<file path="src/hdl/eil_pkg.sv">
// ----------------------------------------------------------------------------
// eil_pkg: shared types and constants of the executable image loader
// Word packing, directory geometry, queue transaction and result codes.
// ----------------------------------------------------------------------------
package eil_pkg;

    // Directory geometry and address space
    localparam int DIR_ENTRIES    = 64;
    localparam int ADDR_BITS      = 18;
    localparam int IDX_W          = $clog2(DIR_ENTRIES);
    localparam int CNT_W          = $clog2(DIR_ENTRIES + 1);
    localparam int PAGE_SHIFT     = 9;
    localparam int CPAGE_W        = ADDR_BITS - PAGE_SHIFT;
    localparam int PAGE_WORDS     = 512;
    localparam int SKIP_WORDS     = 33;
    localparam int DIR_WORDS      = 128;
    localparam int WIP_W          = 10;
    localparam int PC_W           = 9;
    localparam int PAGES_W        = PC_W + 1;

    // Byte and word formats
    localparam int BYTE_W         = 8;
    localparam int BYTES_PER_WORD = 5;
    localparam int POS_W          = 3;
    localparam int BUF_W          = 32;
    localparam int WORD_W         = 36;
    localparam int HALF_W         = 18;
    localparam int OUT_ADDR_W     = 18;
    localparam int FILL_W         = 19;
    localparam logic [HALF_W-1:0] HDR_MAGIC = 18'o1776;
    localparam int HDR_MAX_COUNT  = 128;

    // Queue between front and back
    localparam int FIFO_DEPTH     = 4;
    localparam int FIFO_PTR_W     = $clog2(FIFO_DEPTH);
    localparam int FIFO_CNT_W     = $clog2(FIFO_DEPTH + 1);

    typedef enum logic [1:0] {
        KIND_WORD  = 2'd0,
        KIND_FILL  = 2'd1,
        KIND_DONE  = 2'd2,
        KIND_ERROR = 2'd3
    } kind_t;

    typedef enum logic [2:0] {
        Q_HDR_OK,
        Q_HDR_BAD,
        Q_DIR,
        Q_PAGE_END,
        Q_BODY
    } qcmd_t;

    typedef struct packed {
        qcmd_t              cmd;
        logic [WORD_W-1:0]  word;
        logic [IDX_W-1:0]   idx;
        logic               flag_half;  // first word of a directory pair
        logic [CNT_W-1:0]   count;      // entry count for Q_HDR_OK
    } qentry_t;

    typedef struct packed {
        logic valid;
        logic full;
    } fifo_status_t;

    typedef struct packed {
        logic               cpage_zero;
        logic [CPAGE_W-1:0] cpage_lo;
        logic [PC_W-1:0]    pagecount;
    } dir_rec_t;

    typedef enum logic [1:0] {
        FP_HEADER,
        FP_PAGE0,
        FP_BODY,
        FP_DEAD
    } front_phase_t;

    typedef enum logic [2:0] {
        ST_HEADER,
        ST_DIR,
        ST_FETCH,
        ST_EVAL,
        ST_SKIP,
        ST_LOAD,
        ST_FLUSH,
        ST_DONE
    } back_state_t;

endpackage

</file>
<file path="src/hdl/eil_fifo.sv">
// ----------------------------------------------------------------------------
// eil_fifo: short transaction queue between front and back
// Four slots, registered pointers and fill count.
// ----------------------------------------------------------------------------
module eil_fifo (
    input  logic                 clk,
    input  logic                 rst_n,
    input  logic                 push,
    input  eil_pkg::qentry_t     push_entry,
    input  logic                 pop,
    output eil_pkg::qentry_t     pop_entry,
    output eil_pkg::fifo_status_t status
);
    import eil_pkg::*;

    qentry_t               slots [FIFO_DEPTH];
    logic [FIFO_PTR_W-1:0] wr_ptr_reg, wr_ptr_next;
    logic [FIFO_PTR_W-1:0] rd_ptr_reg, rd_ptr_next;
    logic [FIFO_CNT_W-1:0] count_reg, count_next;

    always_ff @(posedge clk)
    begin
        if (push)
        begin
            slots[wr_ptr_reg] <= push_entry;
        end
    end

    always_comb
    begin
        wr_ptr_next = push ? wr_ptr_reg + 1'b1 : wr_ptr_reg;
        rd_ptr_next = pop  ? rd_ptr_reg + 1'b1 : rd_ptr_reg;
        case ({push, pop})
            2'b10:   count_next = count_reg + 1'b1;
            2'b01:   count_next = count_reg - 1'b1;
            default: count_next = count_reg;
        endcase
    end

    always_ff @(posedge clk or negedge rst_n)
    begin
        if (!rst_n)
        begin
            wr_ptr_reg <= '0;
            rd_ptr_reg <= '0;
            count_reg  <= '0;
        end
        else
        begin
            wr_ptr_reg <= wr_ptr_next;
            rd_ptr_reg <= rd_ptr_next;
            count_reg  <= count_next;
        end
    end

    assign pop_entry    = slots[rd_ptr_reg];
    assign status.valid = (count_reg != '0);
    assign status.full  = (count_reg == FIFO_CNT_W'(FIFO_DEPTH));

endmodule

</file>
<file path="src/hdl/eil_front.sv">
// ----------------------------------------------------------------------------
// eil_front: byte packer and first-page classifier
// Packs five bytes per 36-bit word, checks the header, tags directory words.
// ----------------------------------------------------------------------------
module eil_front (
    input  logic                  clk,
    input  logic                  rst_n,
    input  logic                  in_valid,
    output logic                  in_stall,
    input  logic [7:0]            file_byte,
    input  eil_pkg::fifo_status_t q_status,
    output logic                  q_push,
    output eil_pkg::qentry_t      q_entry
);
    import eil_pkg::*;

    front_phase_t       phase_reg, phase_next;
    logic [POS_W-1:0]   pos_reg, pos_next;
    logic [BUF_W-1:0]   buf_reg, buf_next;
    logic [WIP_W-1:0]   wip_reg, wip_next;

    logic               accept;
    logic [WORD_W-1:0]  word;
    logic [HALF_W-1:0]  lh, rh;
    logic               hdr_bad;
    logic [7:0]         rh_m1;
    logic [6:0]         count_raw;
    logic [WIP_W-1:0]   wip_m1;
    logic [WIP_W-1:0]   idx_raw;
    logic               dir_word;

    assign in_stall = q_status.full;
    assign accept   = in_valid && !q_status.full;

    assign word    = {buf_reg, file_byte[3:0]};
    assign lh      = word[WORD_W-1:HALF_W];
    assign rh      = word[HALF_W-1:0];
    assign hdr_bad = (lh != HDR_MAGIC) || (rh > HALF_W'(HDR_MAX_COUNT));
    // rh is at most 128 here, so eight bits carry the count
    assign rh_m1     = rh[7:0] - 8'd1;
    assign count_raw = (rh == '0) ? 7'd0 : rh_m1[7:1];
    assign wip_m1    = wip_reg - 1'b1;
    assign idx_raw   = wip_m1 >> 1;
    assign dir_word  = (wip_reg <= WIP_W'(DIR_WORDS)) && (32'(idx_raw) < DIR_ENTRIES);

    always_comb
    begin
        phase_next = phase_reg;
        pos_next   = pos_reg;
        buf_next   = buf_reg;
        wip_next   = wip_reg;
        q_push     = 1'b0;

        q_entry.cmd       = Q_BODY;
        q_entry.word      = word;
        q_entry.idx       = IDX_W'(idx_raw);
        q_entry.flag_half = wip_reg[0];
        q_entry.count     = (32'(count_raw) > DIR_ENTRIES) ? CNT_W'(DIR_ENTRIES)
                                                           : CNT_W'(count_raw);

        if (accept && phase_reg != FP_DEAD)
        begin
            if (pos_reg != POS_W'(BYTES_PER_WORD - 1))
            begin
                buf_next = {buf_reg[BUF_W-BYTE_W-1:0], file_byte};
                pos_next = pos_reg + 1'b1;
            end
            else
            begin
                buf_next = '0;
                pos_next = '0;
                case (phase_reg)
                    FP_HEADER:
                    begin
                        q_push = 1'b1;
                        if (hdr_bad)
                        begin
                            q_entry.cmd = Q_HDR_BAD;
                            phase_next  = FP_DEAD;
                        end
                        else
                        begin
                            q_entry.cmd = Q_HDR_OK;
                            wip_next    = WIP_W'(1);
                            phase_next  = FP_PAGE0;
                        end
                    end
                    FP_PAGE0:
                    begin
                        if (dir_word)
                        begin
                            q_push      = 1'b1;
                            q_entry.cmd = Q_DIR;
                        end
                        if (wip_reg == WIP_W'(PAGE_WORDS - 1))
                        begin
                            q_push      = 1'b1;
                            q_entry.cmd = Q_PAGE_END;
                            wip_next    = '0;
                            phase_next  = FP_BODY;
                        end
                        else
                        begin
                            wip_next = wip_reg + 1'b1;
                        end
                    end
                    FP_BODY:
                    begin
                        q_push = 1'b1;
                    end
                    default:
                    begin
                        phase_next = FP_DEAD;
                    end
                endcase
            end
        end
    end

    always_ff @(posedge clk or negedge rst_n)
    begin
        if (!rst_n)
        begin
            phase_reg <= FP_HEADER;
            pos_reg   <= '0;
            buf_reg   <= '0;
            wip_reg   <= '0;
        end
        else
        begin
            phase_reg <= phase_next;
            pos_reg   <= pos_next;
            buf_reg   <= buf_next;
            wip_reg   <= wip_next;
        end
    end

endmodule

</file>
<file path="src/hdl/eil_back.sv">
// ----------------------------------------------------------------------------
// eil_back: directory store and load sequencer
// Walks directory entries, emits word writes, zero fills, done and error.
// ----------------------------------------------------------------------------
module eil_back (
    input  logic                    clk,
    input  logic                    rst_n,
    input  eil_pkg::fifo_status_t   q_status,
    input  eil_pkg::qentry_t        q_entry,
    output logic                    q_pop,
    output logic                    out_valid,
    input  logic                    out_stall,
    output logic [1:0]              kind,
    output logic [17:0]             mem_address,
    output logic [35:0]             word_data,
    output logic [18:0]             fill_count,
    output logic                    last
);
    import eil_pkg::*;

    function automatic logic [ADDR_BITS-1:0] addr_add(input logic [ADDR_BITS-1:0] a,
                                                      input logic [FILL_W-1:0]    c);
        logic [ADDR_BITS+FILL_W-1:0] s;
        s = {{FILL_W{1'b0}}, a} + {{ADDR_BITS{1'b0}}, c};
        return s[ADDR_BITS-1:0];
    endfunction

    // Directory store: page fields and fpage flag written by separate words
    dir_rec_t           page_mem [DIR_ENTRIES];
    logic               flag_mem [DIR_ENTRIES];
    dir_rec_t           dir_rd_reg;
    logic               flag_rd_reg;
    logic               wr_page, wr_flag, rd_en;
    dir_rec_t           wr_rec;

    back_state_t            state_reg, state_next;
    logic [CNT_W-1:0]       entry_count_reg, entry_count_next;
    logic [CNT_W-1:0]       entry_index_reg, entry_index_next;
    logic [ADDR_BITS-1:0]   load_addr_reg, load_addr_next;
    logic [PAGES_W-1:0]     pages_reg, pages_next;
    logic [WIP_W-1:0]       wip_reg, wip_next;

    // Held result (last flag still open) and output register
    logic                   pend_valid_reg, pend_valid_next;
    kind_t                  pend_kind_reg, pend_kind_next;
    logic [OUT_ADDR_W-1:0]  pend_addr_reg, pend_addr_next;
    logic [WORD_W-1:0]      pend_data_reg, pend_data_next;
    logic [FILL_W-1:0]      pend_cnt_reg, pend_cnt_next;
    logic                   out_valid_reg, out_valid_next;
    kind_t                  out_kind_reg, out_kind_next;
    logic [OUT_ADDR_W-1:0]  out_addr_reg, out_addr_next;
    logic [WORD_W-1:0]      out_data_reg, out_data_next;
    logic [FILL_W-1:0]      out_cnt_reg, out_cnt_next;
    logic                   out_last_reg, out_last_next;

    logic                   out_free, can_move;
    logic                   do_push, do_flush, do_direct;
    kind_t                  r_kind;
    logic [OUT_ADDR_W-1:0]  r_addr;
    logic [WORD_W-1:0]      r_data;
    logic [FILL_W-1:0]      r_cnt;
    logic [ADDR_BITS-1:0]   base_addr, addr_inc;
    logic [PAGES_W-1:0]     eval_pages;
    logic [FILL_W-1:0]      eval_cnt, skip_cnt;

    assign out_free = !out_valid_reg || !out_stall;
    assign can_move = !pend_valid_reg || out_free;

    assign wr_rec.cpage_zero = (q_entry.word[HALF_W-1:0] == '0);
    assign wr_rec.cpage_lo   = q_entry.word[CPAGE_W-1:0];
    assign wr_rec.pagecount  = q_entry.word[WORD_W-1:WORD_W-PC_W];

    always_ff @(posedge clk)
    begin
        if (wr_page)
        begin
            page_mem[q_entry.idx] <= wr_rec;
        end
        if (wr_flag)
        begin
            flag_mem[q_entry.idx] <= (q_entry.word[HALF_W-1:0] != '0);
        end
        if (rd_en)
        begin
            dir_rd_reg  <= page_mem[entry_index_reg[IDX_W-1:0]];
            flag_rd_reg <= flag_mem[entry_index_reg[IDX_W-1:0]];
        end
    end

    assign base_addr  = {dir_rd_reg.cpage_lo, {PAGE_SHIFT{1'b0}}};
    assign eval_pages = {1'b0, dir_rd_reg.pagecount} + 1'b1;
    assign eval_cnt   = {eval_pages, {PAGE_SHIFT{1'b0}}};
    assign skip_cnt   = {pages_reg, {PAGE_SHIFT{1'b0}}} - FILL_W'(SKIP_WORDS);
    assign addr_inc   = load_addr_reg + 1'b1;

    // Sequencer
    always_comb
    begin
        state_next       = state_reg;
        entry_count_next = entry_count_reg;
        entry_index_next = entry_index_reg;
        load_addr_next   = load_addr_reg;
        pages_next       = pages_reg;
        wip_next         = wip_reg;
        q_pop            = 1'b0;
        wr_page          = 1'b0;
        wr_flag          = 1'b0;
        rd_en            = 1'b0;
        do_push          = 1'b0;
        do_flush         = 1'b0;
        do_direct        = 1'b0;
        r_kind           = KIND_WORD;
        r_addr           = '0;
        r_data           = '0;
        r_cnt            = '0;

        case (state_reg)
            ST_HEADER:
            begin
                if (q_status.valid && out_free)
                begin
                    q_pop = 1'b1;
                    if (q_entry.cmd == Q_HDR_BAD)
                    begin
                        do_direct  = 1'b1;
                        r_kind     = KIND_ERROR;
                        state_next = ST_DONE;
                    end
                    else if (q_entry.cmd == Q_HDR_OK)
                    begin
                        entry_count_next = q_entry.count;
                        state_next       = ST_DIR;
                    end
                end
            end
            ST_DIR:
            begin
                if (q_status.valid)
                begin
                    q_pop = 1'b1;
                    if (q_entry.cmd == Q_DIR)
                    begin
                        wr_flag = q_entry.flag_half;
                        wr_page = !q_entry.flag_half;
                    end
                    else if (q_entry.cmd == Q_PAGE_END)
                    begin
                        entry_index_next = '0;
                        wip_next         = '0;
                        state_next       = ST_FETCH;
                    end
                end
            end
            ST_FETCH:
            begin
                if (entry_index_reg >= entry_count_reg)
                begin
                    if (can_move)
                    begin
                        do_push    = 1'b1;
                        r_kind     = KIND_DONE;
                        r_addr     = load_addr_reg[OUT_ADDR_W-1:0];
                        state_next = ST_FLUSH;
                    end
                end
                else
                begin
                    rd_en      = 1'b1;
                    state_next = ST_EVAL;
                end
            end
            ST_EVAL:
            begin
                if (can_move)
                begin
                    load_addr_next = base_addr;
                    pages_next     = eval_pages;
                    wip_next       = '0;
                    if (dir_rd_reg.cpage_zero)
                    begin
                        do_flush   = 1'b1;
                        state_next = ST_SKIP;
                    end
                    else if (flag_rd_reg)
                    begin
                        do_flush   = 1'b1;
                        state_next = ST_LOAD;
                    end
                    else
                    begin
                        do_push          = 1'b1;
                        r_kind           = KIND_FILL;
                        r_addr           = base_addr[OUT_ADDR_W-1:0];
                        r_cnt            = eval_cnt;
                        load_addr_next   = addr_add(base_addr, eval_cnt);
                        entry_index_next = entry_index_reg + 1'b1;
                        state_next       = ST_FETCH;
                    end
                end
            end
            ST_SKIP:
            begin
                if (q_status.valid && can_move)
                begin
                    q_pop          = 1'b1;
                    load_addr_next = addr_inc;
                    wip_next       = wip_reg + 1'b1;
                    if (wip_reg == WIP_W'(SKIP_WORDS - 1))
                    begin
                        if (flag_rd_reg)
                        begin
                            state_next = ST_LOAD;
                        end
                        else
                        begin
                            do_push          = 1'b1;
                            r_kind           = KIND_FILL;
                            r_addr           = addr_inc[OUT_ADDR_W-1:0];
                            r_cnt            = skip_cnt;
                            load_addr_next   = addr_add(addr_inc, skip_cnt);
                            entry_index_next = entry_index_reg + 1'b1;
                            state_next       = ST_FETCH;
                        end
                    end
                end
            end
            ST_LOAD:
            begin
                if (q_status.valid && out_free)
                begin
                    q_pop          = 1'b1;
                    r_kind         = KIND_WORD;
                    r_addr         = load_addr_reg[OUT_ADDR_W-1:0];
                    r_data         = q_entry.word;
                    load_addr_next = addr_inc;
                    if (wip_reg == WIP_W'(PAGE_WORDS - 1))
                    begin
                        wip_next   = '0;
                        pages_next = pages_reg - 1'b1;
                        if (pages_reg == PAGES_W'(1))
                        begin
                            // entry finished: more results may follow
                            do_push          = 1'b1;
                            entry_index_next = entry_index_reg + 1'b1;
                            state_next       = ST_FETCH;
                        end
                        else
                        begin
                            do_direct = 1'b1;
                        end
                    end
                    else
                    begin
                        wip_next  = wip_reg + 1'b1;
                        do_direct = 1'b1;
                    end
                end
            end
            ST_FLUSH:
            begin
                if (can_move)
                begin
                    do_flush   = 1'b1;
                    state_next = ST_DONE;
                end
            end
            ST_DONE:
            begin
                q_pop = q_status.valid;
            end
            default:
            begin
                state_next = ST_HEADER;
            end
        endcase
    end

    // Result path: held result -> output register; direct results bypass the hold
    always_comb
    begin
        pend_valid_next = pend_valid_reg;
        pend_kind_next  = pend_kind_reg;
        pend_addr_next  = pend_addr_reg;
        pend_data_next  = pend_data_reg;
        pend_cnt_next   = pend_cnt_reg;
        out_valid_next  = out_valid_reg && out_stall;
        out_kind_next   = out_kind_reg;
        out_addr_next   = out_addr_reg;
        out_data_next   = out_data_reg;
        out_cnt_next    = out_cnt_reg;
        out_last_next   = out_last_reg;

        if ((do_push || do_flush) && pend_valid_reg)
        begin
            out_valid_next = 1'b1;
            out_kind_next  = pend_kind_reg;
            out_addr_next  = pend_addr_reg;
            out_data_next  = pend_data_reg;
            out_cnt_next   = pend_cnt_reg;
            out_last_next  = do_flush;
        end
        if (do_flush)
        begin
            pend_valid_next = 1'b0;
        end
        if (do_push)
        begin
            pend_valid_next = 1'b1;
            pend_kind_next  = r_kind;
            pend_addr_next  = r_addr;
            pend_data_next  = r_data;
            pend_cnt_next   = r_cnt;
        end
        if (do_direct)
        begin
            out_valid_next = 1'b1;
            out_kind_next  = r_kind;
            out_addr_next  = r_addr;
            out_data_next  = r_data;
            out_cnt_next   = r_cnt;
            out_last_next  = 1'b1;
        end
    end

    always_ff @(posedge clk or negedge rst_n)
    begin
        if (!rst_n)
        begin
            state_reg       <= ST_HEADER;
            entry_count_reg <= '0;
            entry_index_reg <= '0;
            load_addr_reg   <= '0;
            pages_reg       <= '0;
            wip_reg         <= '0;
            pend_valid_reg  <= 1'b0;
            out_valid_reg   <= 1'b0;
        end
        else
        begin
            state_reg       <= state_next;
            entry_count_reg <= entry_count_next;
            entry_index_reg <= entry_index_next;
            load_addr_reg   <= load_addr_next;
            pages_reg       <= pages_next;
            wip_reg         <= wip_next;
            pend_valid_reg  <= pend_valid_next;
            out_valid_reg   <= out_valid_next;
        end
    end

    always_ff @(posedge clk)
    begin
        pend_kind_reg <= pend_kind_next;
        pend_addr_reg <= pend_addr_next;
        pend_data_reg <= pend_data_next;
        pend_cnt_reg  <= pend_cnt_next;
        out_kind_reg  <= out_kind_next;
        out_addr_reg  <= out_addr_next;
        out_data_reg  <= out_data_next;
        out_cnt_reg   <= out_cnt_next;
        out_last_reg  <= out_last_next;
    end

    assign out_valid   = out_valid_reg;
    assign kind        = out_kind_reg;
    assign mem_address = out_addr_reg;
    assign word_data   = out_data_reg;
    assign fill_count  = out_cnt_reg;
    assign last        = out_last_reg;

endmodule

</file>
<file path="src/hdl/exe_image_loader.sv">
// ----------------------------------------------------------------------------
// exe_image_loader: streaming loader for 36-bit executable images
// Packs file bytes into words, parses the directory page and turns each
// directory entry into memory word writes or a zero-fill request.
// ----------------------------------------------------------------------------
//
//  channel | signals                                         | role
//  --------+-------------------------------------------------+----------------
//  in      | in_valid, in_stall, file_byte                   | image bytes
//  out     | out_valid, out_stall, kind, mem_address,        | results, last
//          | word_data, fill_count, last                     | flag
//
//  One byte is taken per cycle while the front/back queue has room; every
//  fifth byte completes a word; header, directory, page-end and body words
//  each become one queue transaction. The back retires one queued word per
//  cycle unless out_stall holds it; a zero-fill entry needs a directory read
//  and an evaluate step; long fill chains fill the queue and raise in_stall.
//  Reset (rst_n, async, active low) returns both halves to header parsing;
//  the directory store is not cleared and needs no clearing pass.
//  out_stall holds the output register and stops the back; the four-slot
//  queue absorbs up to four words before in_stall rises.
//
module exe_image_loader (
    input  logic        clk,
    input  logic        rst_n,
    input  logic        in_valid,
    output logic        in_stall,
    input  logic [7:0]  file_byte,
    output logic        out_valid,
    input  logic        out_stall,
    output logic [1:0]  kind,
    output logic [17:0] mem_address,
    output logic [35:0] word_data,
    output logic [18:0] fill_count,
    output logic        last
);
    import eil_pkg::*;

    // Front to queue
    logic         push;
    qentry_t      push_entry;
    // Queue to back
    logic         pop;
    qentry_t      pop_entry;
    fifo_status_t q_status;

    // Front: packs bytes, checks the header, tags directory and body words
    eil_front u_front (
        .clk       (clk),
        .rst_n     (rst_n),
        .in_valid  (in_valid),
        .in_stall  (in_stall),
        .file_byte (file_byte),
        .q_status  (q_status),
        .q_push    (push),
        .q_entry   (push_entry)
    );

    // Decoupling queue: lets the front keep taking bytes during fill chains
    eil_fifo u_fifo (
        .clk        (clk),
        .rst_n      (rst_n),
        .push       (push),
        .push_entry (push_entry),
        .pop        (pop),
        .pop_entry  (pop_entry),
        .status     (q_status)
    );

    // Back: directory store, entry sequencer and result registers
    eil_back u_back (
        .clk         (clk),
        .rst_n       (rst_n),
        .q_status    (q_status),
        .q_entry     (pop_entry),
        .q_pop       (pop),
        .out_valid   (out_valid),
        .out_stall   (out_stall),
        .kind        (kind),
        .mem_address (mem_address),
        .word_data   (word_data),
        .fill_count  (fill_count),
        .last        (last)
    );

endmodule
</file>
<file path="config.mk">
export PLATFORM = sky130hd
export DESIGN_NAME = exe_image_loader
export DESIGN_NICKNAME = d
export VERILOG_FILES = /design/src/hdl/eil_pkg.sv /design/src/hdl/eil_fifo.sv /design/src/hdl/eil_front.sv /design/src/hdl/eil_back.sv /design/src/hdl/exe_image_loader.sv
export SDC_FILE = /design/constraint.sdc
export NUM_CORES = 2
export LEC_CHECK = 0
export BUFFER_PORTS_ARGS = -buffer_cell sky130_fd_sc_hd__buf_2
export CAP_MARGIN = 20
export CORE_MARGIN = 4
export CORE_UTILIZATION = 45
export DETAILED_ROUTE_END_ITERATION = 6
export GPL_TIMING_DRIVEN = 0
export PLACE_DENSITY = 0.64
export SYNTH_ARGS = -nofsm -noshare
export SYNTH_HDL_FRONTEND = slang
export SYNTH_SLANG_ARGS = --single-unit
</file>
<file path="constraint.sdc">
create_clock -name clk -period 10.2 [get_ports clk]
set_clock_uncertainty 0.1 [all_clocks]
set_input_delay 2.55 -clock clk [delete_from_list [all_inputs] [get_ports clk]]
set_output_delay 2.55 -clock clk [all_outputs]
set_load 0.05 [all_outputs]
</file>
==> out/qor.yml <==
status: "completed"
viasPerCell: 5.90
power_leakage_nw: 26.2
track_usage: 0.215
cts-root-buf: "clkbuf_16"
syn_to_final_growth_pct: 15.1
worst-path-buf-inv: 4
synthDistinctLibCells: 75
clkSinkCount: 1758
power.density_nw_per_um2: 267
drive_gt1_frac: 0.273
setup_viol: 0
syn_area_um2: 70800
dp_hpwl_mm: 117
cp-startpoint: "u_back.entry_index_reg[0]"
postCtsSetupBuffers: 0
fp.dieW_um: 405
port_buffers: 88
path_depth: 14
drcViolationCount: 0
synthCells: 3638
wl_per_cell_um: 28.1
cts_max_level: 4
reg2reg_to: "u_back.fill_count[17]"
ctsResizeCount: 0
clock_latency_ns: 0.82
required_ns: 10.52
crit_fanout: 67
start_util: 0.453
crit_type: "flop to flop"
reg2regPathDepth: 14
clkTransAtPathRegs_ns: 0.06
largest_reg_flops: 1216
place_area_um2: 75900
power.total_mw: 21.8
grt_max_degree: 82
cp_slowest_cell: "clkbuf_1"
worstReg2RegStart: "u_back.entry_index_reg[0]"
drt-total-wl_mm: 174
hold_viol: 0
yosys.area.top_type: "edfxtp_1"
crit_path_end: "u_back.fill_count[17]"
synth_seq_cells: 1758
worstPathCellList: "buf_2 > clkbuf_1 > buf_2 > inv_1 > ha_1 > nand2b_1 > a21o_1 > a21o_1 > a21o_1 > a211oi_2 > o21bai_1 > mux2i_1 > o211ai_1 > a21o_4"
ir_worst_vdd_uv: 170
worstPathArrival_ns: 5.68
synth_nets: 3693
fin_nets: 4058
antenna_left: 0
max_freq_mhz: 187
drt_iter0_markers: 4611
regMostFlops: "u_back.page_mem"
crit_family: "compound AO/OA/AOI/OAI gates"
endpoint_kind: "flop"
slew_violations: 0
num_io_pins: 90
yosysTopAreaCellShare: 0.698
async_flop_share: 0.0631
slowest_delay_ns: 0.86
cts_made_buffers: 172
overflow: 0
first_pass_iters: 6
gp_congestion: 0.937
fin_ws_ns: 4.84
seq_area_frac_synth: 0.738
yosysWarnings: 0
place_ws_ns: 4.65
cp-start-kind: "flop"
crit_path_frequent_cell: "a21o_1"
fin_crit_sh: 0.525
grt_pass1_wl_mm: 254
min_period_ns: 5.36
grt_pass1_vias: 36209
die-area_um2: 164000
coreArea_um2: 156000
cts_buffer_depth: 3
ys.flop_type: "edfxtp_1"
synth.area.top_cells: "edfxtp_1 (70%), mux4_2 (15%), dfrtp_1 (3.9%)"
antenna_found_initial: 9
stdcell_area_um2: 81500
cap_violations: 0
num_vias: 36623
worstMarginPinSlew_ns: 1.14
cts_tree: "built"
die_h_um: 405
rsz0062_at_grt: "no"
worstHoldStart: "u_fifo.count_reg[2]"
rrSetupSlack_ns: 4.84
min_path_type: "flop to flop"
slew_headroom: 0.237
synth_area_per_cell_um2: 19.5
cts_hold_buf: 0
synth_edf_count: 1646
reg_top3: "u_back.page_mem: 1216 flops, u_fifo.slots: 212 flops, u_back.flag_mem: 64 flops"
core.rowCount: 145
cells in the mapped netlist, types with 21 or more instances:
library cell  count
inv_1            43
nand2b_1         21
mux2_2           60
edfxtp_1       1646
buf_2            49
dfrtp_1         111
nand3_1          33
o21ai_0         141
nor2_1          246
a21oi_1          58
nand2_1         196
clkbuf_1        126
and2_1           22
and3_1           55
xnor2_1          38
xor2_1           22
a21o_1           24
ha_1             41
mux4_2          473
nor3_1           25
layout by cell type (no fill, tap or decap), drive strengths merged, types with 25 or more instances in the layout:
cell type  netlist  routed
clkinv           0      81
nor2           247     247
ha              41      41
mux4           473     473
o21ai          142     142
buf             72     263
and3            55      55
xnor2           38      38
mux2            62      62
dfrtp          111     111
nand3           33      33
clkbuf         126     331
a21oi           58      58
edfxtp        1646    1646
inv             44      51
nor3            25      25
nand2          196     196
metal layers:
metal | GRT usage | vias to the layer above | part of all wire
li1 | - | 15470 | -
met3 | 0.0406 | 247 | 0.084
met4 | 0.0814 | 2 | 0.038
met2 | 0.327 | 1621 | 0.46
met1 | 0.311 | 19283 | 0.41
met5 | 0 | - | 0.000075
through the flow:
step,setup TNS [ns],hold slack [ns],utilization,cells
4_1_cts,0,0.398,0.521,6199
3_3_place_gp,-101.66,0.388,0.472,5784
5_1_grt,0,0.415,0.522,6202
2_1_floorplan,0,0.352,-,3638
6_report,0,0.402,0.522,6204
3_5_place_dp,0,0.389,0.486,5884
worst min path at each step:
| stage | endpoint | slack [ns] | cells after the start |
|---|---|---|---|
| finish | u_fifo.count_reg[2] | 0.40 | 1 |
| detailed placement | u_fifo.count_reg[2] | 0.39 | 1 |
| global route | u_fifo.count_reg[0] | 0.41 | 1 |
| global placement | u_back.wip_reg[9] | 0.39 | 1 |
| floorplan | u_back.entry_index_reg[6] | 0.35 | 1 |
| CTS | u_fifo.count_reg[2] | 0.40 | 1 |
where the power goes:
| part | internal, mW | leakage (nW) | switching (mW) |
|---|---|---|---|
| Clock | 3.52 | 2.69 | 2.70 |
| Combinational | 1.98 | 7.15 | 4.07 |
| Sequential | 9.23 | 16.4 | 0.281 |
| Total | 14.7 | 26.2 | 7.05 |
layout make-up:
type	instances	area [um2]
well taps	2058	2570
clock buffers	205	4500
plain buffers	198	861
flip-flops and latches	1758	52200
fillers	12072	74700
inverters	44	165
multi-input cells	1638	17800
repair buffers	191	2390
diodes	2	5.00
clock inverters	110	1000
cell families after synthesis:
| logic type | Yosys count | synth area share |
|---|---|---|
| DFF | 1758 | 0.738 |
| and+or+nand+nor | 680 | 0.0442 |
| muxes | 540 | 0.161 |
| AOI/OAI and AO/OA | 314 | 0.0271 |
| buffers and inverters | 242 | 0.0145 |
| xor gates and xnor gates | 60 | 0.00742 |
| adders and majority gates | 43 | 0.00781 |
| other | 1 | 0.0000530 |
worst register-to-register path, stage by stage (launching register included):
cell	delay [ns]
dfrtp_1	0.36
buf_2	0.43
clkbuf_1	0.87
buf_2	0.44
inv_1	0.08
ha_1	0.27
nand2b_1	0.12
a21o_1	0.12
a21o_1	0.10
a21o_1	0.12
a211oi_2	0.08
o21bai_1	0.44
mux2i_1	0.27
o211ai_1	0.37
a21o_4	0.74
Note: power is estimated with default switching activity, not from simulation.
